--- config.mk ---
export PLATFORM = sky130hd
export DESIGN_NAME = led_blink_pattern_sequencer
export DESIGN_NICKNAME = d
export VERILOG_FILES = /design/src/lbps_pkg.sv /design/src/lbps_front.sv /design/src/lbps_queue.sv /design/src/lbps_back.sv /design/src/led_blink_pattern_sequencer.sv
export SDC_FILE = /design/constraint.sdc
export NUM_CORES = 1
export LEC_CHECK = 0
export CELL_PAD_IN_SITES_DETAIL_PLACEMENT = 1
export CELL_PAD_IN_SITES_GLOBAL_PLACEMENT = 2
export CORE_MARGIN = 4
export CORE_UTILIZATION = 45
export CTS_BUF_LIST = sky130_fd_sc_hd__clkbuf_4 sky130_fd_sc_hd__clkbuf_8
export CTS_CLUSTER_SIZE = 14
export DETAILED_ROUTE_END_ITERATION = 12
export DONT_BUFFER_PORTS = 1
export PLACE_DENSITY = 0.88
export SLEW_MARGIN = 20
export SYNTH_ARGS = -nofsm -noshare
export SYNTH_HDL_FRONTEND = slang
export SYNTH_SLANG_ARGS = --single-unit
--- constraint.sdc ---
create_clock -name i_clk -period 5.11 [get_ports i_clk]
set_input_delay 0.7665 -clock i_clk [delete_from_list [all_inputs] [get_ports i_clk]]
set_output_delay 0.7665 -clock i_clk [all_outputs]
set_load 0.01 [all_outputs]
--- src/lbps_pkg.sv ---
`timescale 1ns / 1ps

package lbps_pkg;

    // Defaults for the top-level parameters.
    localparam int NUM_LEDS_DEF  = 4;
    localparam int MAX_SLOTS_DEF = 10;

    // Field widths of one input item and one result item.
    localparam int OP_W       = 3;
    localparam int LED_IN_W   = 2;
    localparam int SLOT_IN_W  = 4;
    localparam int DUR_W      = 16;
    localparam int COUNT_IN_W = 4;
    localparam int PINS_W     = 4;

    // Stream data widths, fields packed from bit 0 and padded to bytes.
    localparam int IN_FIELDS_W = OP_W + LED_IN_W + SLOT_IN_W + DUR_W + COUNT_IN_W;
    localparam int IN_TDATA_W  = ((IN_FIELDS_W + 7) / 8) * 8;
    localparam int OUT_TDATA_W = ((PINS_W + 7) / 8) * 8;

    // Clamped slot count carried to the back end; holds up to 31.
    localparam int CMD_CNT_W = COUNT_IN_W + 1;

    // Command queue between front and back end.
    localparam int QUEUE_DEPTH = 2;
    localparam int QPTR_W      = 1;

    typedef enum logic [OP_W-1:0] {
        OP_TICK    = 3'd0,
        OP_ON      = 3'd1,
        OP_OFF     = 3'd2,
        OP_TOGGLE  = 3'd3,
        OP_ALL_ON  = 3'd4,
        OP_ALL_OFF = 3'd5,
        OP_WRITE   = 3'd6,
        OP_BLINK   = 3'd7
    } t_op;

    // Command kinds after classification; K_NONE only reports the pins.
    typedef enum logic [3:0] {
        K_TICK,
        K_ON,
        K_OFF,
        K_TOGGLE,
        K_ALL_ON,
        K_ALL_OFF,
        K_WRITE,
        K_BLINK,
        K_NONE
    } t_kind;

    typedef enum logic [1:0] {
        MODE_OFF,
        MODE_ON,
        MODE_BLINK
    } t_mode;

    typedef enum logic [1:0] {
        S_IDLE,
        S_TICK_CALC,
        S_TICK_LOAD,
        S_EMIT
    } t_state;

    typedef struct packed {
        t_kind                  kind;
        logic [LED_IN_W-1:0]    led;
        logic [SLOT_IN_W-1:0]   slot;
        logic [DUR_W-1:0]       duration;
        logic [CMD_CNT_W-1:0]   count;
    } t_cmd;

endpackage

--- src/lbps_front.sv ---
`timescale 1ns / 1ps

module lbps_front #(
    parameter int NUM_LEDS  = lbps_pkg::NUM_LEDS_DEF,
    parameter int MAX_SLOTS = lbps_pkg::MAX_SLOTS_DEF
) (
    input  logic                            i_tvalid,
    output logic                            o_tready,
    input  logic [lbps_pkg::IN_TDATA_W-1:0] i_tdata,
    input  logic                            i_q_full,
    output logic                            o_q_push,
    output lbps_pkg::t_cmd                  o_q_cmd
);

    localparam int CW = lbps_pkg::CMD_CNT_W;

    lbps_pkg::t_op                    w_op;
    logic [lbps_pkg::LED_IN_W-1:0]    w_led;
    logic [lbps_pkg::SLOT_IN_W-1:0]   w_slot;
    logic [lbps_pkg::DUR_W-1:0]       w_dur;
    logic [lbps_pkg::COUNT_IN_W-1:0]  w_count;
    logic                             w_led_ok;
    logic                             w_slot_ok;
    logic [CW-1:0]                    w_cnt_clamped;

    // Unpack the fields, lowest field first.
    assign w_op    = lbps_pkg::t_op'(i_tdata[2:0]);
    assign w_led   = i_tdata[4:3];
    assign w_slot  = i_tdata[8:5];
    assign w_dur   = i_tdata[24:9];
    assign w_count = i_tdata[28:25];

    assign w_led_ok  = CW'(w_led) < CW'(NUM_LEDS);
    assign w_slot_ok = CW'(w_slot) < CW'(MAX_SLOTS);

    always_comb begin
        if (CW'(w_count) > CW'(MAX_SLOTS)) begin
            w_cnt_clamped = CW'(MAX_SLOTS);
        end else if (w_count == '0) begin
            w_cnt_clamped = CW'(1);
        end else begin
            w_cnt_clamped = CW'(w_count);
        end
    end

    always_comb begin
        o_q_cmd.led      = w_led;
        o_q_cmd.slot     = w_slot;
        o_q_cmd.duration = w_dur;
        o_q_cmd.count    = w_cnt_clamped;
        case (w_op)
            lbps_pkg::OP_TICK:    o_q_cmd.kind = lbps_pkg::K_TICK;
            lbps_pkg::OP_ON:      o_q_cmd.kind = w_led_ok ? lbps_pkg::K_ON : lbps_pkg::K_NONE;
            lbps_pkg::OP_OFF:     o_q_cmd.kind = w_led_ok ? lbps_pkg::K_OFF : lbps_pkg::K_NONE;
            lbps_pkg::OP_TOGGLE:  o_q_cmd.kind = w_led_ok ? lbps_pkg::K_TOGGLE
                                                          : lbps_pkg::K_NONE;
            lbps_pkg::OP_ALL_ON:  o_q_cmd.kind = lbps_pkg::K_ALL_ON;
            lbps_pkg::OP_ALL_OFF: o_q_cmd.kind = lbps_pkg::K_ALL_OFF;
            lbps_pkg::OP_WRITE:   o_q_cmd.kind = (w_led_ok && w_slot_ok) ? lbps_pkg::K_WRITE
                                                                        : lbps_pkg::K_NONE;
            lbps_pkg::OP_BLINK:   o_q_cmd.kind = w_led_ok ? lbps_pkg::K_BLINK
                                                          : lbps_pkg::K_NONE;
            default:              o_q_cmd.kind = lbps_pkg::K_NONE;
        endcase
    end

    assign o_tready = !i_q_full;
    assign o_q_push = i_tvalid && !i_q_full;

endmodule

--- src/lbps_queue.sv ---
`timescale 1ns / 1ps

module lbps_queue (
    input  logic           i_clk,
    input  logic           i_rst_n,
    input  logic           i_push,
    input  lbps_pkg::t_cmd i_cmd,
    output logic           o_full,
    input  logic           i_pop,
    output logic           o_empty,
    output lbps_pkg::t_cmd o_head
);

    localparam int DEPTH = lbps_pkg::QUEUE_DEPTH;
    localparam int PW    = lbps_pkg::QPTR_W;

    lbps_pkg::t_cmd r_mem [DEPTH];
    logic [PW-1:0]  r_wr_ptr, n_wr_ptr;
    logic [PW-1:0]  r_rd_ptr, n_rd_ptr;
    logic [PW:0]    r_count,  n_count;

    assign o_full  = r_count == (PW+1)'(DEPTH);
    assign o_empty = r_count == '0;
    assign o_head  = r_mem[r_rd_ptr];

    always_comb begin
        n_wr_ptr = r_wr_ptr;
        n_rd_ptr = r_rd_ptr;
        n_count  = r_count;
        if (i_push) begin
            n_wr_ptr = (r_wr_ptr == PW'(DEPTH - 1)) ? '0 : r_wr_ptr + PW'(1);
        end
        if (i_pop) begin
            n_rd_ptr = (r_rd_ptr == PW'(DEPTH - 1)) ? '0 : r_rd_ptr + PW'(1);
        end
        if (i_push && !i_pop) begin
            n_count = r_count + (PW+1)'(1);
        end else if (i_pop && !i_push) begin
            n_count = r_count - (PW+1)'(1);
        end
    end

    always_ff @(posedge i_clk) begin
        if (!i_rst_n) begin
            r_wr_ptr <= '0;
            r_rd_ptr <= '0;
            r_count  <= '0;
        end else begin
            r_wr_ptr <= n_wr_ptr;
            r_rd_ptr <= n_rd_ptr;
            r_count  <= n_count;
        end
    end

    always_ff @(posedge i_clk) begin
        if (i_push) begin
            r_mem[r_wr_ptr] <= i_cmd;
        end
    end

endmodule

--- src/lbps_back.sv ---
`timescale 1ns / 1ps

module lbps_back #(
    parameter int NUM_LEDS  = lbps_pkg::NUM_LEDS_DEF,
    parameter int MAX_SLOTS = lbps_pkg::MAX_SLOTS_DEF
) (
    input  logic                             i_clk,
    input  logic                             i_rst_n,
    input  logic                             i_q_empty,
    input  lbps_pkg::t_cmd                   i_q_cmd,
    output logic                             o_q_pop,
    output logic                             o_tvalid,
    input  logic                             i_tready,
    output logic [lbps_pkg::OUT_TDATA_W-1:0] o_tdata
);

    localparam int LED_W     = (NUM_LEDS > 1) ? $clog2(NUM_LEDS) : 1;
    localparam int SLOT_W    = (MAX_SLOTS > 1) ? $clog2(MAX_SLOTS) : 1;
    localparam int CNT_W     = $clog2(MAX_SLOTS + 1);
    localparam int MEM_DEPTH = NUM_LEDS * MAX_SLOTS;
    localparam int ADDR_W    = (MEM_DEPTH > 1) ? $clog2(MEM_DEPTH) : 1;
    localparam int DW        = lbps_pkg::DUR_W;
    localparam int PW        = lbps_pkg::PINS_W;

    // Per-LED state.
    lbps_pkg::t_mode     r_mode  [NUM_LEDS];
    lbps_pkg::t_mode     n_mode  [NUM_LEDS];
    logic [CNT_W-1:0]    r_cnt   [NUM_LEDS];
    logic [CNT_W-1:0]    n_cnt   [NUM_LEDS];
    logic [SLOT_W-1:0]   r_sidx  [NUM_LEDS];
    logic [SLOT_W-1:0]   n_sidx  [NUM_LEDS];
    logic [DW-1:0]       r_rem   [NUM_LEDS];
    logic [DW-1:0]       n_rem   [NUM_LEDS];
    logic [NUM_LEDS-1:0] r_first, n_first;
    logic [NUM_LEDS-1:0] r_pin,   n_pin;

    lbps_pkg::t_state    r_state, n_state;
    logic [LED_W-1:0]    r_walk,  n_walk;

    logic                r_out_valid, n_out_valid;
    logic [PW-1:0]       r_out_pins,  n_out_pins;

    // Pattern store, one row of MAX_SLOTS durations per LED.
    logic [DW-1:0]       r_store [MEM_DEPTH];
    logic [DW-1:0]       r_rd_data;
    logic                w_mem_we;
    logic                w_mem_re;
    logic [ADDR_W-1:0]   w_wr_addr;
    logic [ADDR_W-1:0]   w_rd_addr;

    logic [LED_W+1:0]    w_led_ext;
    logic [LED_W-1:0]    w_led;
    logic [CNT_W:0]      w_nxt;
    logic [SLOT_W-1:0]   w_new_idx;
    logic                w_advance;
    logic [NUM_LEDS+3:0] w_pin_ext;

    assign w_led_ext = (LED_W+2)'(i_q_cmd.led);
    assign w_led     = w_led_ext[LED_W-1:0];
    assign w_pin_ext = (NUM_LEDS+4)'(r_pin);
    assign w_wr_addr = ADDR_W'(w_led * MAX_SLOTS + i_q_cmd.slot);
    assign w_rd_addr = ADDR_W'(r_walk * MAX_SLOTS + w_new_idx);

    // Slot that the walked LED enters when its current slot runs out.
    always_comb begin
        w_nxt = (CNT_W+1)'(r_sidx[r_walk]) + (CNT_W+1)'(1);
        if (r_first[r_walk]) begin
            w_new_idx = '0;
        end else if (w_nxt >= (CNT_W+1)'(r_cnt[r_walk]) ||
                     w_nxt >= (CNT_W+1)'(MAX_SLOTS)) begin
            w_new_idx = '0;
        end else begin
            w_new_idx = w_nxt[SLOT_W-1:0];
        end
    end

    always_comb begin
        n_mode      = r_mode;
        n_cnt       = r_cnt;
        n_sidx      = r_sidx;
        n_rem       = r_rem;
        n_first     = r_first;
        n_pin       = r_pin;
        n_state     = r_state;
        n_walk      = r_walk;
        n_out_valid = r_out_valid && !i_tready;
        n_out_pins  = r_out_pins;
        o_q_pop     = 1'b0;
        w_mem_we    = 1'b0;
        w_mem_re    = 1'b0;
        w_advance   = 1'b0;

        case (r_state)
            lbps_pkg::S_IDLE: begin
                if (!i_q_empty) begin
                    o_q_pop = 1'b1;
                    n_state = lbps_pkg::S_EMIT;
                    case (i_q_cmd.kind)
                        lbps_pkg::K_TICK: begin
                            n_walk  = '0;
                            n_state = lbps_pkg::S_TICK_CALC;
                        end
                        lbps_pkg::K_ON: begin
                            n_mode[w_led] = lbps_pkg::MODE_ON;
                            n_pin[w_led]  = 1'b0;
                        end
                        lbps_pkg::K_OFF: begin
                            n_mode[w_led] = lbps_pkg::MODE_OFF;
                            n_pin[w_led]  = 1'b1;
                        end
                        lbps_pkg::K_TOGGLE: begin
                            if (r_mode[w_led] == lbps_pkg::MODE_ON) begin
                                n_mode[w_led] = lbps_pkg::MODE_OFF;
                                n_pin[w_led]  = 1'b1;
                            end else begin
                                n_mode[w_led] = lbps_pkg::MODE_ON;
                                n_pin[w_led]  = 1'b0;
                            end
                        end
                        lbps_pkg::K_ALL_ON: begin
                            for (int i = 0; i < NUM_LEDS; i++) begin
                                n_mode[i] = lbps_pkg::MODE_ON;
                            end
                            n_pin = '0;
                        end
                        lbps_pkg::K_ALL_OFF: begin
                            for (int i = 0; i < NUM_LEDS; i++) begin
                                n_mode[i] = lbps_pkg::MODE_OFF;
                            end
                            n_pin = '1;
                        end
                        lbps_pkg::K_WRITE: begin
                            w_mem_we = 1'b1;
                        end
                        lbps_pkg::K_BLINK: begin
                            n_mode[w_led]  = lbps_pkg::MODE_BLINK;
                            n_cnt[w_led]   = i_q_cmd.count[CNT_W-1:0];
                            n_sidx[w_led]  = '0;
                            n_rem[w_led]   = '0;
                            n_first[w_led] = 1'b1;
                        end
                        default: begin
                        end
                    endcase
                end
            end
            lbps_pkg::S_TICK_CALC: begin
                if (r_mode[r_walk] != lbps_pkg::MODE_BLINK) begin
                    w_advance = 1'b1;
                end else if (!r_first[r_walk] && r_rem[r_walk] != '0) begin
                    n_rem[r_walk] = r_rem[r_walk] - DW'(1);
                    w_advance     = 1'b1;
                end else begin
                    // Enter the next slot; its duration arrives from the store next cycle.
                    n_sidx[r_walk]  = w_new_idx;
                    n_pin[r_walk]   = w_new_idx[0];
                    n_first[r_walk] = 1'b0;
                    w_mem_re        = 1'b1;
                    n_state         = lbps_pkg::S_TICK_LOAD;
                end
            end
            lbps_pkg::S_TICK_LOAD: begin
                n_rem[r_walk] = r_rd_data;
                n_state       = lbps_pkg::S_TICK_CALC;
                w_advance     = 1'b1;
            end
            lbps_pkg::S_EMIT: begin
                if (!r_out_valid || i_tready) begin
                    n_out_valid = 1'b1;
                    n_out_pins  = w_pin_ext[PW-1:0];
                    n_state     = lbps_pkg::S_IDLE;
                end
            end
            default: begin
                n_state = lbps_pkg::S_IDLE;
            end
        endcase

        if (w_advance) begin
            if (r_walk == LED_W'(NUM_LEDS - 1)) begin
                n_state = lbps_pkg::S_EMIT;
            end else begin
                n_walk = r_walk + LED_W'(1);
            end
        end
    end

    always_ff @(posedge i_clk) begin
        if (!i_rst_n) begin
            for (int i = 0; i < NUM_LEDS; i++) begin
                r_mode[i] <= lbps_pkg::MODE_OFF;
                r_cnt[i]  <= '0;
                r_sidx[i] <= '0;
                r_rem[i]  <= '0;
            end
            r_first     <= '0;
            r_pin       <= '1;
            r_state     <= lbps_pkg::S_IDLE;
            r_walk      <= '0;
            r_out_valid <= 1'b0;
        end else begin
            r_mode      <= n_mode;
            r_cnt       <= n_cnt;
            r_sidx      <= n_sidx;
            r_rem       <= n_rem;
            r_first     <= n_first;
            r_pin       <= n_pin;
            r_state     <= n_state;
            r_walk      <= n_walk;
            r_out_valid <= n_out_valid;
        end
    end

    always_ff @(posedge i_clk) begin
        r_out_pins <= n_out_pins;
    end

    always_ff @(posedge i_clk) begin
        if (w_mem_we) begin
            r_store[w_wr_addr] <= i_q_cmd.duration;
        end
        if (w_mem_re) begin
            r_rd_data <= r_store[w_rd_addr];
        end
    end

    assign o_tvalid = r_out_valid;
    assign o_tdata  = lbps_pkg::OUT_TDATA_W'(r_out_pins);

`ifndef SYNTHESIS
    a_load_after_calc: assert property (@(posedge i_clk) disable iff (!i_rst_n)
        r_state == lbps_pkg::S_TICK_LOAD |-> $past(r_state) == lbps_pkg::S_TICK_CALC)
        else $error("store read data used without a preceding read");

    a_slot_in_range: assert property (@(posedge i_clk) disable iff (!i_rst_n)
        r_state == lbps_pkg::S_TICK_LOAD |-> CNT_W'(r_sidx[r_walk]) < r_cnt[r_walk])
        else $error("blinking LED entered a slot beyond its count");

    a_emit_loads: assert property (@(posedge i_clk) disable iff (!i_rst_n)
        (r_state == lbps_pkg::S_EMIT && (!r_out_valid || i_tready)) |=> r_out_valid)
        else $error("finished command did not produce a result");

    a_pop_only_idle: assert property (@(posedge i_clk) disable iff (!i_rst_n)
        o_q_pop |-> (r_state == lbps_pkg::S_IDLE && !i_q_empty))
        else $error("command popped outside idle or from an empty queue");
`endif

endmodule

--- src/led_blink_pattern_sequencer.sv ---
`timescale 1ns / 1ps

// LED blink pattern sequencer.
// Commands arrive on the s_axis channel, one per transfer; every command
// produces exactly one result transfer on the m_axis channel carrying the
// pin levels of LEDs 0 to 3 (1 dark, 0 lit) after the command took effect.
// A front end decodes and checks each command and writes it into a
// two-entry queue; a back end executes queued commands one at a time.
// A non-tick command passes through the queue and then the back end's idle
// and emit states. A tick walks the LEDs one per cycle, and an LED that
// changes slot also passes through the load state to read its new
// duration from the pattern store. That walk sets the tick rate.
// The pattern store is written only when idle and read only in the walk.
// Reset turns all LEDs off (pins high) and empties the queue and the
// output register; pattern durations are unknown until written.
// When the receiver stalls, the result waits in the output register, the
// back end holds the next result, and the queue keeps accepting commands
// until it is full, after which s_axis_tready drops.
module led_blink_pattern_sequencer #(
    parameter int NUM_LEDS  = lbps_pkg::NUM_LEDS_DEF,
    parameter int MAX_SLOTS = lbps_pkg::MAX_SLOTS_DEF
) (
    input  logic                             i_clk,
    input  logic                             i_rst_n,
    input  logic                             i_s_axis_tvalid,
    output logic                             o_s_axis_tready,
    // From bit 0: op[2:0], led[4:3], slot[8:5], duration[24:9], count[28:25],
    // zero padding [31:29].
    input  logic [lbps_pkg::IN_TDATA_W-1:0]  i_s_axis_tdata,
    output logic                             o_m_axis_tvalid,
    input  logic                             i_m_axis_tready,
    // From bit 0: pin_levels[3:0], zero padding [7:4].
    output logic [lbps_pkg::OUT_TDATA_W-1:0] o_m_axis_tdata
);

    logic           w_push;
    logic           w_full;
    logic           w_pop;
    logic           w_empty;
    lbps_pkg::t_cmd w_push_cmd;
    lbps_pkg::t_cmd w_head_cmd;

    // Decodes op codes, turns commands that address a missing LED or slot
    // into pin reports, and clamps the blink slot count.
    lbps_front #(
        .NUM_LEDS  (NUM_LEDS),
        .MAX_SLOTS (MAX_SLOTS)
    ) u_front (
        .i_tvalid (i_s_axis_tvalid),
        .o_tready (o_s_axis_tready),
        .i_tdata  (i_s_axis_tdata),
        .i_q_full (w_full),
        .o_q_push (w_push),
        .o_q_cmd  (w_push_cmd)
    );

    lbps_queue u_queue (
        .i_clk   (i_clk),
        .i_rst_n (i_rst_n),
        .i_push  (w_push),
        .i_cmd   (w_push_cmd),
        .o_full  (w_full),
        .i_pop   (w_pop),
        .o_empty (w_empty),
        .o_head  (w_head_cmd)
    );

    // Holds the LED state and pattern store and runs the tick walk.
    lbps_back #(
        .NUM_LEDS  (NUM_LEDS),
        .MAX_SLOTS (MAX_SLOTS)
    ) u_back (
        .i_clk     (i_clk),
        .i_rst_n   (i_rst_n),
        .i_q_empty (w_empty),
        .i_q_cmd   (w_head_cmd),
        .o_q_pop   (w_pop),
        .o_tvalid  (o_m_axis_tvalid),
        .i_tready  (i_m_axis_tready),
        .o_tdata   (o_m_axis_tdata)
    );

endmodule
## After elaboration in Yosys (flattened, before gate mapping)

Memory sizes are Yosys's and may differ from the RTL's. A register that Yosys moved wholly into a read port is not among the register bits.
Index checks and enable logic that the tools add are counted.

| storage, ports and cells | value |
|---|---|
| flip-flop bits (word level) | 125 |
| memory bits (writable) | 700 |
| memories kept | 2 |
| word-level logic and storage cells | 232 |
| input bits | 36 |

| cells by class | value |
|---|---|
| mux-type cells | 101 |
| add/sub/neg operators | 9 |
| bitwise logic cells | 21 |
| magnitude comparators | 12 |
| reductions and logical operators | 33 |
| equality and inequality tests | 27 |
| $mul | 2 |

Memory list:

| name | words | bits a word | rd ports | clocked after memory_dff | write ports | line | source |
|---|---|---|---|---|---|---|---|
| u_back.r_store | 40 | 16 | 1 | 1 | 1 | lbps_back.sv:44 | `logic [DW-1:0] r_store [MEM_DEPTH];` |
| u_queue.r_mem | 2 | 30 | 1 | 1 | 1 | lbps_queue.sv:17 | `lbps_pkg::t_cmd r_mem [DEPTH];` |

Operators by type and width:

| operator | count |
|---|---|
| 64-bit two-way mux | 4 |
| 64-bit one-hot mux with 3 select lines | 1 |
| 64-bit bitwise mux | 2 |
| 16-bit two-way mux | 8 |
| 4-bit two-way mux | 19 |
| 64-bit AND | 1 |
| 16-bit demux with 2-bit select | 2 |
| 64-bit NOT | 1 |
| 8-bit one-hot mux with 6 select lines | 1 |
| 2-bit two-way mux | 19 |
| 16-bit binary-select mux with 2-bit select | 1 |
| 16-bit bitwise mux | 2 |
| 16-bit one-hot mux with 2 select lines | 1 |
| 4-bit one-hot mux with 8 select lines | 1 |
| 1-bit two-way mux | 23 |
| 4-bit one-hot mux with 5 select lines | 1 |
| 16-bit AND | 1 |
| 4-bit AND | 4 |
| 4-bit binary-select mux with 2-bit select | 2 |
| 4-bit demux with 2-bit select | 2 |
| 4-bit by 3-bit == test with 1-bit output (second input constant) | 4 |
| 16-bit NOT | 1 |
| 4-bit NOT | 4 |
| 4-bit bitwise OR | 4 |
| other kinds (51) | 96 |

## Depth between registers and ports, before layout

Gate-level depths: netlist of the first run.

| depth | value |
|---|---|
| depth in word-level cells | 13 |
| depth in mapped cells | 24 |
| gate-level depth less buffers | 20 |

## By module

A second synthesis of the first run with hierarchy kept.

| unflattened totals | value |
|---|---|
| cells, all modules | 2459 |
| area total of the unflattened synthesis | 35679.2 µm² |

By module, submodules not included:

| module | cells an instance | seq. area each (µm²) | area each (µm²) | instances |
|---|---|---|---|---|
| lbps_back | 2301 | 22161.3 | 32966.6 | 1 |
| lbps_queue | 118 | 1961.9 | 2444.8 | 1 |
| lbps_front | 40 | 0.0 | 267.8 | 1 |

## Worst setup path after synthesis of the first run

Ideal clock, no wire load.

| path | value |
|---|---|
| kind | reg-to-reg |
| from | register u_back.r_walk[0] |
| to | register u_back.r_rd_data[0] (read register of u_back.r_store) (data pin) |
| period minus slack after synthesis | 5.599 ns |
| slack | -0.489 ns |
| stages on the path, launching flop included | 22 |
| arrival | 5.332 ns |
| buffers on the path | 7 |
| setup time | 0.267 ns |
| cell sequence | dfxtp_1 -> buf_6 -> buf_6 -> buf_6 -> mux4_2 -> ha_1 -> inv_1 -> ha_1 -> a21oi_1 -> maj3_1 -> nor2_1 -> a211o_1 -> nor2_1 -> ha_1 -> fa_1 -> clkbuf_1 -> buf_1 -> clkbuf_1 -> clkbuf_1 -> mux4_2 -> a32oi_1 -> nand4_1 |

| between the ends | value |
|---|---|
| cells in the longest elaborated chain, start to end | 10 |

Ends and longest elaborated chain:

| what | line | source |
|---|---|---|
| start, declared | lbps_back.sv:38 | `logic [LED_W-1:0] r_walk, n_walk;` |
| start signal, assigned | lbps_back.sv:209 | `r_walk <= n_walk;` |
| 2-bit NOT with 3-bit output (not written as such) | n/a |  |
| 4-bit binary-select mux with 2-bit select | lbps_back.sv:66 | `w_nxt = (CNT_W+1)'(r_sidx[r_walk]) + (CNT_W+1)'(1);` |
| 4-bit two-way mux (not written as such) (2 in series) | lbps_back.sv:66 |  |
| 4-bit by 1-bit adder with 5-bit output | lbps_back.sv:66 |  |
| 5-bit by 4-bit greater-or-equal comparator with 1-bit output, on equally long branches | lbps_back.sv:69, lbps_back.sv:70 |  |
| 1-bit logical OR | lbps_back.sv:69 | `end else if (w_nxt >= (CNT_W+1)'(r_cnt[r_walk]) \|\|` |
| 4-bit two-way mux | lbps_back.sv:69 |  |
| 4-bit two-way mux | lbps_back.sv:67 | `if (r_first[r_walk]) begin` |
| 6-bit by 4-bit adder with 6-bit output | lbps_back.sv:62 | `assign w_rd_addr = ADDR_W'(r_walk * MAX_SLOTS + w_new_idx);` |
| end, declared | lbps_back.sv:45 | `logic [DW-1:0] r_rd_data;` |

Several ways; a longest one is shown, not always the timed one. The select of a mux whose other input is x is not followed.
A chain may end at the register's enable or synchronous reset.

## Worst setup path after layout of the first run

Same ends and word-level chain as after synthesis.

==> summary by stage, run 1 <==
CTS
The clock reaches the later pin of the worst-skew pair after 0.80 ns. TritonCTS built the clock tree. Clock-pin slew was measured on the worst setup and hold paths at 0.06 ns. The clock sink count is 842. The total clock buffers created by CTS is 132. The clock root buffer is sky130_fd_sc_hd__clkbuf_8.

The H-tree was split into 4 levels. The number of buffers between clock root and the deepest sink is 3.

Critical path
STA classifies the critical path endpoint as a flop. STA puts the critical path data required time at 5.56 ns. The class of the most critical setup path is reg2reg.

The data arrival time at the worst-slack endpoint is 5.47 ns. STA classifies the critical path startpoint as a flop. For flop-to-flop paths, the worst setup slack is 0.09 ns. Counting cells, the worst reg-to-reg path comes to 17.

In this run the critical register-to-register path is captured at u_back.r_rd_data[0]. In this run the worst path has a maximum fanout of 12. The beginning of the worst register-to-register path is u_back.r_walk[0].

Global route
The initial antenna violation count came to 4. Summed over all layers, the global routing overflow is 0. The pin count of the biggest net entering global routing is 60. The via count of the first global-routing pass is 23.2k.

In the global route stage, overall resource usage came out at 0.251. The first global-routing pass estimated 153000 microns of wire.

Synth
The Yosys step of the flow raised 0 warnings. The most used flip-flop cell after synthesis is sky130_fd_sc_hd__edfxtp_1. The number of different library cells used by synthesis comes to 68.

The synthesized flop and latch total is 842. The synthesized area is 35000 sq um. Synthesis produced 2193 cells. The post-synthesis sequential area ratio is 0.688. The proportion of register bits with asynchronous set or reset after synthesis is 0. The synthesized area divided by synthesized cell count is 16.0 sq um.

The count of flip-flops with a built-in enable after synthesis is 720.

Worst hold path
Counting instances, the worst hold path has a depth of 0. In this run the worst hold path is classified as in2reg. The path with the worst hold slack has its endpoint at u_queue.r_mem[0][15]. The hold path startpoint is i_s_axis_tdata[20].

Finish
The final net count is 2415. Summing all flip-flop and latch instances after layout gives 24100 sq um. The share of the core filled with cells in the final layout is 0.521. The most common cell after layout, fill and taps aside is sky130_fd_sc_hd__edfxtp_1. In the layout the commonest cells are sky130_fd_sc_hd__edfxtp_1, sky130_fd_sc_hd__nor2_1, sky130_fd_sc_hd__mux4_2, sky130_fd_sc_hd__nand2_1, sky130_fd_sc_hd__clkbuf_8. The footprint of the multi-input gates is 10400 sq um.

The count of non-filler cells in the finished layout is 3483. The area growth from synthesis to layout is 13.9%. The layout has 7236 filler cells.

The share of post-route cells with drive strength above 1 is 0.248.

Route
The routed layout has 21.9k vias. Dividing the detail-routed via count by the number of cells gives 6.30. The post-detailed-route count of antenna-violating nets is 0. After detailed routing, the average wire length per cell comes to 30.0 microns. The DRC violation total after the first TritonRoute iteration is 2486. In the routed design, unresolved DRC markers number 0.

Before antenna repair, the detailed router went through 6 iterations. The detailed-route wire length is 104000 microns.

STA
The tightest hold path in the finished design has a slack of 0.0837 ns. Between clock sinks in the finished design, the worst skew comes to 0.0426 ns. Subtracting the final worst setup slack from the clock period gives 5.02 ns. The worst relative slew slack is 0.228. The portion of the clock cycle consumed by the worst path in the final layout is 0.982. Static timing analysis puts the maximum clock frequency at 199 MHz.

The worst setup margin is 0.0903 ns. The final number of max-transition violations came to 0. Setup violations remaining at the end of the flow were counted as 0. The slew at the pin with the worst max-slew slack is 1.15 ns. The total count of hold-check failures in the final report is 0.

Power and ir drop
The static leakage is 0.0129 uW. The share of total power dissipated in the clock network is 0.284. The switching power is 6850 uW. The portion of total power attributed to sequential cells is 0.426. Across the VDD grid, the largest voltage drop is 326 uV. The switching part of the total is 0.343. The combinational cell fraction of total power is 0.290. The cell internal power dissipation is 13100 uW. The power per unit of standard cell area is 501 nW/um^2.

Place
Once detailed placement completed, the half-perimeter wirelength came to 63700 microns. The weighted congestion at the end of routability-driven global placement is 0.898. At the placement stage, the worst setup path has a slack of -0.183 ns.

Input and output buffers added on the ports amount to 0. Including well taps, the total number of placed cells is 3237.

Floorplanning
During I/O placement, the number of pins put on the boundary was 46. The y dimension of the die is 287 microns. For this configuration, the core starts out at a cell density of 0.458.

The die is 287 microns wide. The floorplan step defined a core boundary enclosing 76500 sq um. The total die area is 82300 sq um. After floorplanning, the core was divided into 101 placement rows.

Flow run
The total of max-cap violations is 0.

Status
The run finished with clean final reports.
## worst max-delay path by stage
stage / startpoint / endpoint / cells past startpoint
after detailed placement: u_back.r_walk[0] / u_back.r_rd_data[13] / 20
after CTS: u_back.r_walk[0] / u_back.r_rd_data[6] / 21
after global placement: u_back.r_walk[0] / u_back.r_rd_data[9] / 16
after global routing: u_back.r_walk[0] / u_back.r_rd_data[11] / 17
final: u_back.r_walk[0] / u_back.r_rd_data[0] / 17
after floorplan: u_back.r_walk[0] / u_back.r_rd_data[0] / 21
## logic make-up (layout without fill, tap and decap cells)
kind of cell,after synthesis,in the layout,share of synthesized area
buffers and inverters,151,407,0.0199
xor gates and xnor gates,26,26,0.00651
muxes,226,226,0.130
and+or+nand+nor,499,499,0.0627
adders and majority gates,25,25,0.00923
DFF,842,842,0.688
other,1,5,0.000107
AOI/OAI and AO/OA,423,423,0.0839
## cell usage after synthesis (5+ instances only)
master / count / share of area
sky130_fd_sc_hd__o21a_1: 13 / 0.0028
sky130_fd_sc_hd__nor3_1: 23 / 0.0033
sky130_fd_sc_hd__nand2_1: 164 / 0.018
sky130_fd_sc_hd__a21o_1: 8 / 0.0017
sky130_fd_sc_hd__and2_1: 25 / 0.0045
sky130_fd_sc_hd__and3_1: 7 / 0.0013
sky130_fd_sc_hd__buf_6: 11 / 0.0035
sky130_fd_sc_hd__buf_1: 10 / 0.0011
sky130_fd_sc_hd__nor2_1: 185 / 0.020
sky130_fd_sc_hd__nand2b_1: 15 / 0.0027
sky130_fd_sc_hd__edfxtp_1: 720 / 0.62
sky130_fd_sc_hd__a32oi_1: 8 / 0.0020
sky130_fd_sc_hd__a21oi_1: 57 / 0.0082
sky130_fd_sc_hd__a221oi_1: 33 / 0.0083
sky130_fd_sc_hd__xor2_1: 12 / 0.0030
sky130_fd_sc_hd__mux2_2: 25 / 0.0080
sky130_fd_sc_hd__or3_1: 11 / 0.0020
sky130_fd_sc_hd__xnor2_1: 14 / 0.0035
sky130_fd_sc_hd__nor2b_1: 10 / 0.0018
sky130_fd_sc_hd__a22oi_1: 52 / 0.011
sky130_fd_sc_hd__nand4_1: 15 / 0.0027
sky130_fd_sc_hd__o2111ai_1: 15 / 0.0038
sky130_fd_sc_hd__buf_2: 5 / 0.00072
sky130_fd_sc_hd__a22o_1: 28 / 0.0070
sky130_fd_sc_hd__a211oi_1: 16 / 0.0034
sky130_fd_sc_hd__mux2i_1: 21 / 0.0060
sky130_fd_sc_hd__dfxtp_1: 122 / 0.070
sky130_fd_sc_hd__nand3_1: 30 / 0.0043
sky130_fd_sc_hd__a32o_1: 5 / 0.0014
sky130_fd_sc_hd__clkbuf_1: 87 / 0.0093
sky130_fd_sc_hd__a31oi_1: 9 / 0.0016
sky130_fd_sc_hd__mux4_2: 180 / 0.12
sky130_fd_sc_hd__o211ai_1: 7 / 0.0015
sky130_fd_sc_hd__inv_1: 24 / 0.0026
sky130_fd_sc_hd__o221ai_1: 10 / 0.0025
sky130_fd_sc_hd__a2bb2oi_1: 11 / 0.0028
sky130_fd_sc_hd__buf_4: 11 / 0.0024
sky130_fd_sc_hd__o221a_2: 7 / 0.0023
sky130_fd_sc_hd__ha_1: 21 / 0.0075
sky130_fd_sc_hd__o21ai_0: 115 / 0.016
## flip-flops by register name, indices dropped and copies added (netlist names), 8 cells and up, named ones only
signal,flops
u_back.r_store,640
u_back.r_rem,64
u_queue.r_mem,60
u_back.r_cnt,16
u_back.r_rd_data,16
u_back.r_sidx,16
u_back.r_mode,8
## worst max-delay path: stages, from the launching register on
cell and delay, ns:
sky130_fd_sc_hd__dfxtp_4 0.38, sky130_fd_sc_hd__buf_4 0.17, sky130_fd_sc_hd__mux4_2 0.53, sky130_fd_sc_hd__nand3_1 0.14, sky130_fd_sc_hd__xor2_1 0.20, sky130_fd_sc_hd__inv_1 0.09
sky130_fd_sc_hd__ha_1 0.21, sky130_fd_sc_hd__a311o_1 0.32, sky130_fd_sc_hd__a211o_1 0.32, sky130_fd_sc_hd__buf_4 0.16, sky130_fd_sc_hd__nor2_4 0.11, sky130_fd_sc_hd__fa_4 0.68
sky130_fd_sc_hd__buf_12 0.19, sky130_fd_sc_hd__buf_12 0.16, sky130_fd_sc_hd__buf_4 0.16, sky130_fd_sc_hd__mux4_2 0.35, sky130_fd_sc_hd__a32oi_1 0.25, sky130_fd_sc_hd__nand4_1 0.27
## layout make-up
type | count | area share
flip-flops and latches | 842 | 0.604
multi-input cells | 1203 | 0.262
diodes | 1 | 0.0000628
well taps | 1030 | 0.0323
inverters | 27 | 0.00254
clock buffers | 184 | 0.0565
repair buffers | 150 | 0.0349
clock inverters | 46 | 0.00819
## power by group through the flow
| stage | registers [uW] | logic [uW] | clock network, uW |
|---|---|---|---|
| after floorplan | 8530 | 3530 | 0 |
| after global placement | 8610 | 5290 | 0 |
| after detailed placement | 8630 | 5560 | 0 |
| after CTS | 8500 | 5640 | 5760 |
| after global routing | 8530 | 6150 | 6120 |
| final | 8500 | 5780 | 5680 |
## through the flow
| step | area, sq um | power, uW | TNS, ns |
|---|---|---|---|
| after floorplan | 35000 | 12100 | 0 |
| after global placement | 36900 | 13900 | 0 |
| after detailed placement | 36900 | 14200 | -1.37 |
| after CTS | 39600 | 19900 | 0 |
| after global routing | 39900 | 20800 | -0.113 |
| final | 39900 | 20000 | 0 |
## timing repair
item	CTS	global route
endpoints found under the setup margin	15	16
resized for setup	14	19
hold buffers	2	0
cloned	0	3
endpoints found under the hold margin	3	0
pin swaps	1	3
setup buffers	4	6
## metal layers
layer	vias to the layer above	global-route usage	wire, microns
met5	-	0	21
met4	4	0.112	4330
met3	267	0.0569	8900
met2	1159	0.410	51000
met1	11400	0.325	40200
li1	9078	-	-
Power figures use the tool's default switching activity.
==> run 2: changes to the inputs <==
CORE_MARGIN = unset   (was 4)
==> summary by stage, run 2 (synthesis gave the netlist of run 1 again) <==
Global route
The initial antenna violation count came to 1 (-3). The residual overflow from global routing was 0 (unchanged). The overall fraction of global-route tracks in use is 0.266 (+0.0148). The first-pass GRT wire length is 152000 microns (-0.67%).

The via count of the first global-routing pass came to 23.0k (-1.1%). The pin count of the biggest net entering global routing is 60 (unchanged).

Power and ir drop
The overall power is 20000 uW (+0.45%). The power per unit of standard cell area came to 502 nW/um^2 (+0.21%). The switching part of the total is 0.338 (-0.00558). The switching power is 6770 uW (-1.2%). The largest vdd supply drop came to 380 uV (+17%). The static leakage is 0.0130 uW (+0.59%). The cell internal power dissipation was 13300 uW (+1.3%). The portion of total power attributed to sequential cells is 0.423 (-0.003).

The clock network power share is 0.294 (+0.010). The combinational cell fraction of total power is 0.283 (-0.007).

STA
The top achievable clock speed is 201 MHz (+0.83%). The total count of hold-check failures in the final report is 0 (unchanged). The worst relative slew slack is 0.253 (+0.0251). The minimum clock period after layout was 4.98 ns (-0.0414 ns). The final sum of negative setup slack came to 0 ns (unchanged). The slew at the pin with the worst max-slew slack is 1.12 ns (-0.0376 ns).

The worst clock skew on the final layout came to 0.0543 ns (+0.0117 ns). The portion of the clock cycle consumed by the worst path in the final layout came to 0.974 (-0.00811). The count of final setup violators is 0 (unchanged).

The final number of max-transition violations was 0 (unchanged).

Critical path
The class of the most critical setup path is reg2reg. The destination of the worst register-to-register timing path is u_back.r_rd_data[0]. The sum of buffers and inverters on the critical path is 2 (-4). The data arrival time at the worst-slack endpoint is 5.63 ns (+0.16 ns). STA classifies the critical path endpoint as a flop. The beginning of the worst register-to-register path is u_back.r_walk[0]. For this design, the slowest cell found on the critical path is sky130_fd_sc_hd__o311ai_1. The required time at the worst-slack endpoint was 5.76 ns (+0.20 ns).

The signal on the critical path passes through mux4_2 > ha_1 > inv_1 > ha_1 > a21oi_1 > maj3_2 > nor2_2 > a211o_1 > nor2_1 > ha_4 > fa_4 > xor2_1 > buf_4 > nand2_1 > o311ai_1 > o21ai_0 > a31oi_1 > a221oi_1 > nand4_1. Grouping stages by cell kind, the critical path spends the most delay in adder cells. The delay of the slowest critical-path stage is 0.59 ns (-0.09 ns). By instance count, the cell type seen most on the critical path is sky130_fd_sc_hd__ha_1. The biggest fanout along the worst timing path was 8 (-4). The slack of the worst reg-to-reg path is 0.13 ns (+0.04 ns). The cell depth of the worst flop-to-flop path came to 19 (+2). The startpoint type of the worst setup path is a flop.

Finish
The top cell types in the final layout, fill and taps aside, are sky130_fd_sc_hd__edfxtp_1, sky130_fd_sc_hd__nor2_1, sky130_fd_sc_hd__mux4_2, sky130_fd_sc_hd__nand2_1, sky130_fd_sc_hd__clkbuf_8. The area growth from synthesis to layout is 14.2%. The number of flip-flops under the largest register name is 640 (unchanged). The post-route cell area is 40000 sq um (+0.24%). Ranked by flip-flop count, first place goes to u_back.r_store. The largest registers in the layout are u_back.r_store (640), u_back.r_rem (64), u_queue.r_mem (60). The share of post-route cells with drive strength above 1 is 0.250 (+0.00184). The most common cell after layout, fill and taps aside is sky130_fd_sc_hd__edfxtp_1. The final net count came to 2432 (+0.70%). The share of the core filled with cells in the final layout is 0.523 (+0.00123).

Status
The flow ran to the end, and the final reports show no timing, DRC or antenna violations.

Place
The half-perimeter wire length after detailed placement is 62700 microns (-1.6%). The total of buffers placed on input and output ports is 0 (unchanged). The weighted congestion at the end of routability-driven global placement came to 0.891 (-0.84%). The standard cell area after detailed placement came to 37000 sq um (+0.20%).

CTS
The clock-pin slew on the worst setup and hold paths is 0.07 ns (about the same). The total clock buffers created by CTS is 137 (+3.8%). The H-tree depth reported by CTS was 4 (unchanged). The clock latency reported for the late side of the worst-skew pair is 0.80 ns (about the same). In this run the clock root is driven by a sky130_fd_sc_hd__clkbuf_8. The number of buffers between clock root and the deepest sink is 3 (unchanged). The CTS tree is built. The count of hold-fix buffers inserted at cts is 0 (-2). The clock sink count was 842 (unchanged).

Floorplanning
The top-level I/O count was 46 (unchanged). The starting density of the core came to 0.458 (unchanged). The core box area is 76500 sq um (unchanged). The width of the die came to 281 microns (-2.1%). The y dimension of the die is 281 microns (-2.1%). The total die area came to 78900 sq um (-4.1%).

The count of standard-cell rows is 101 (unchanged).

Route
The count of vias placed by the detailed router was 21.9k (-0.23%). The DRC violation total after the first TritonRoute iteration came to 2139 (-14%). The length of the first detailed-routing pass in iterations came to 6 (unchanged). The average vias per placed instance is 6.25 (-0.75%). The post-detailed-route count of antenna-violating nets is 0 (unchanged).

The detailed-route wire length is 104000 microns (-0.61%). The routed length per instance is 29.6 microns (-1.1%). The remaining design rule violation count is 0 (unchanged).

Worst hold path
The worst hold path depth was 0 (unchanged). For hold timing, the worst endpoint is u_queue.r_mem[0][24]. The worst hold-check path type is in2reg.

The hold path startpoint is i_s_axis_tdata[3].

Flow run
The total of max-cap violations is 0 (unchanged).
run 2: cell count changes in the layout (fill, tap and decap cells not counted), sizes merged:
cell,change
clkbuf,-8
buf,+13
bufinv,+3
clkinv,+10
clkinvlp,-1
inv,+3
dlygate4sd3,-2
run 2: area by class of cell:
cell class,instances,area (sq um)
inverter,27,101
tap,1030,1290
clock buffer,175,2220
timing repair buffer,162,1460
fill,7226,36500
sequential,842,24100
multi-input combinational,1203,10400
clock inverter,61,460
antenna,1,2.50
run 2: power by group through the flow:
stage                     Combinational (uW)  Clock, uW  Sequential, uW
after detailed placement                5500          0            8620
final                                   5670       5890            8490
after global routing                    6050       6220            8520
after CTS                               5560       5970            8490
after floorplan                         3530          0            8530
after global placement                  5260          0            8600
run 2: how the worst max path moves through the flow:
stage / startpoint / end / slack, ns / depth (start not counted)
3_3_place_gp: u_back.r_walk[0] / u_back.r_rd_data[10] / 0.05 / 17
4_1_cts: u_back.r_walk[0] / u_back.r_rd_data[2] / 0.006 / 17
2_1_floorplan: u_back.r_walk[0] / u_back.r_rd_data[0] / 0.005 / 21
3_5_place_dp: u_back.r_walk[0] / u_back.r_rd_data[1] / -0.08 / 18
6_report: u_back.r_walk[0] / u_back.r_rd_data[0] / 0.13 / 19
5_1_grt: u_back.r_walk[0] / u_back.r_rd_data[14] / -0.05 / 18
run 2: repair_timing:
| action | CTS | global route |
|---|---|---|
| endpoints found under the hold margin | 0 | 0 |
| endpoints found under the setup margin | 14 | 16 |
| pin swaps | 0 | 2 |
| buffers inserted | 0 | 10 |
| gates resized for setup | 5 | 14 |
| cloned | 0 | 4 |
run 2: metal layers:
metal	track usage	wire, microns
met4	0.121	4040
met1	0.346	40700
met5	0	0
met3	0.0486	8350
met2	0.436	50700
run 2: stage by stage:
step / worst slack, ns / std cells / hold WS [ns]
floorplan: 0.00526 / 2196 / 0.424
global placement: 0.0502 / 3250 / 0.449
detailed placement: -0.0832 / 3250 / 0.448
CTS: 0.00617 / 3486 / 0.0215
global route: -0.0479 / 3501 / 0.0475
finish: 0.132 / 3501 / 0.0913
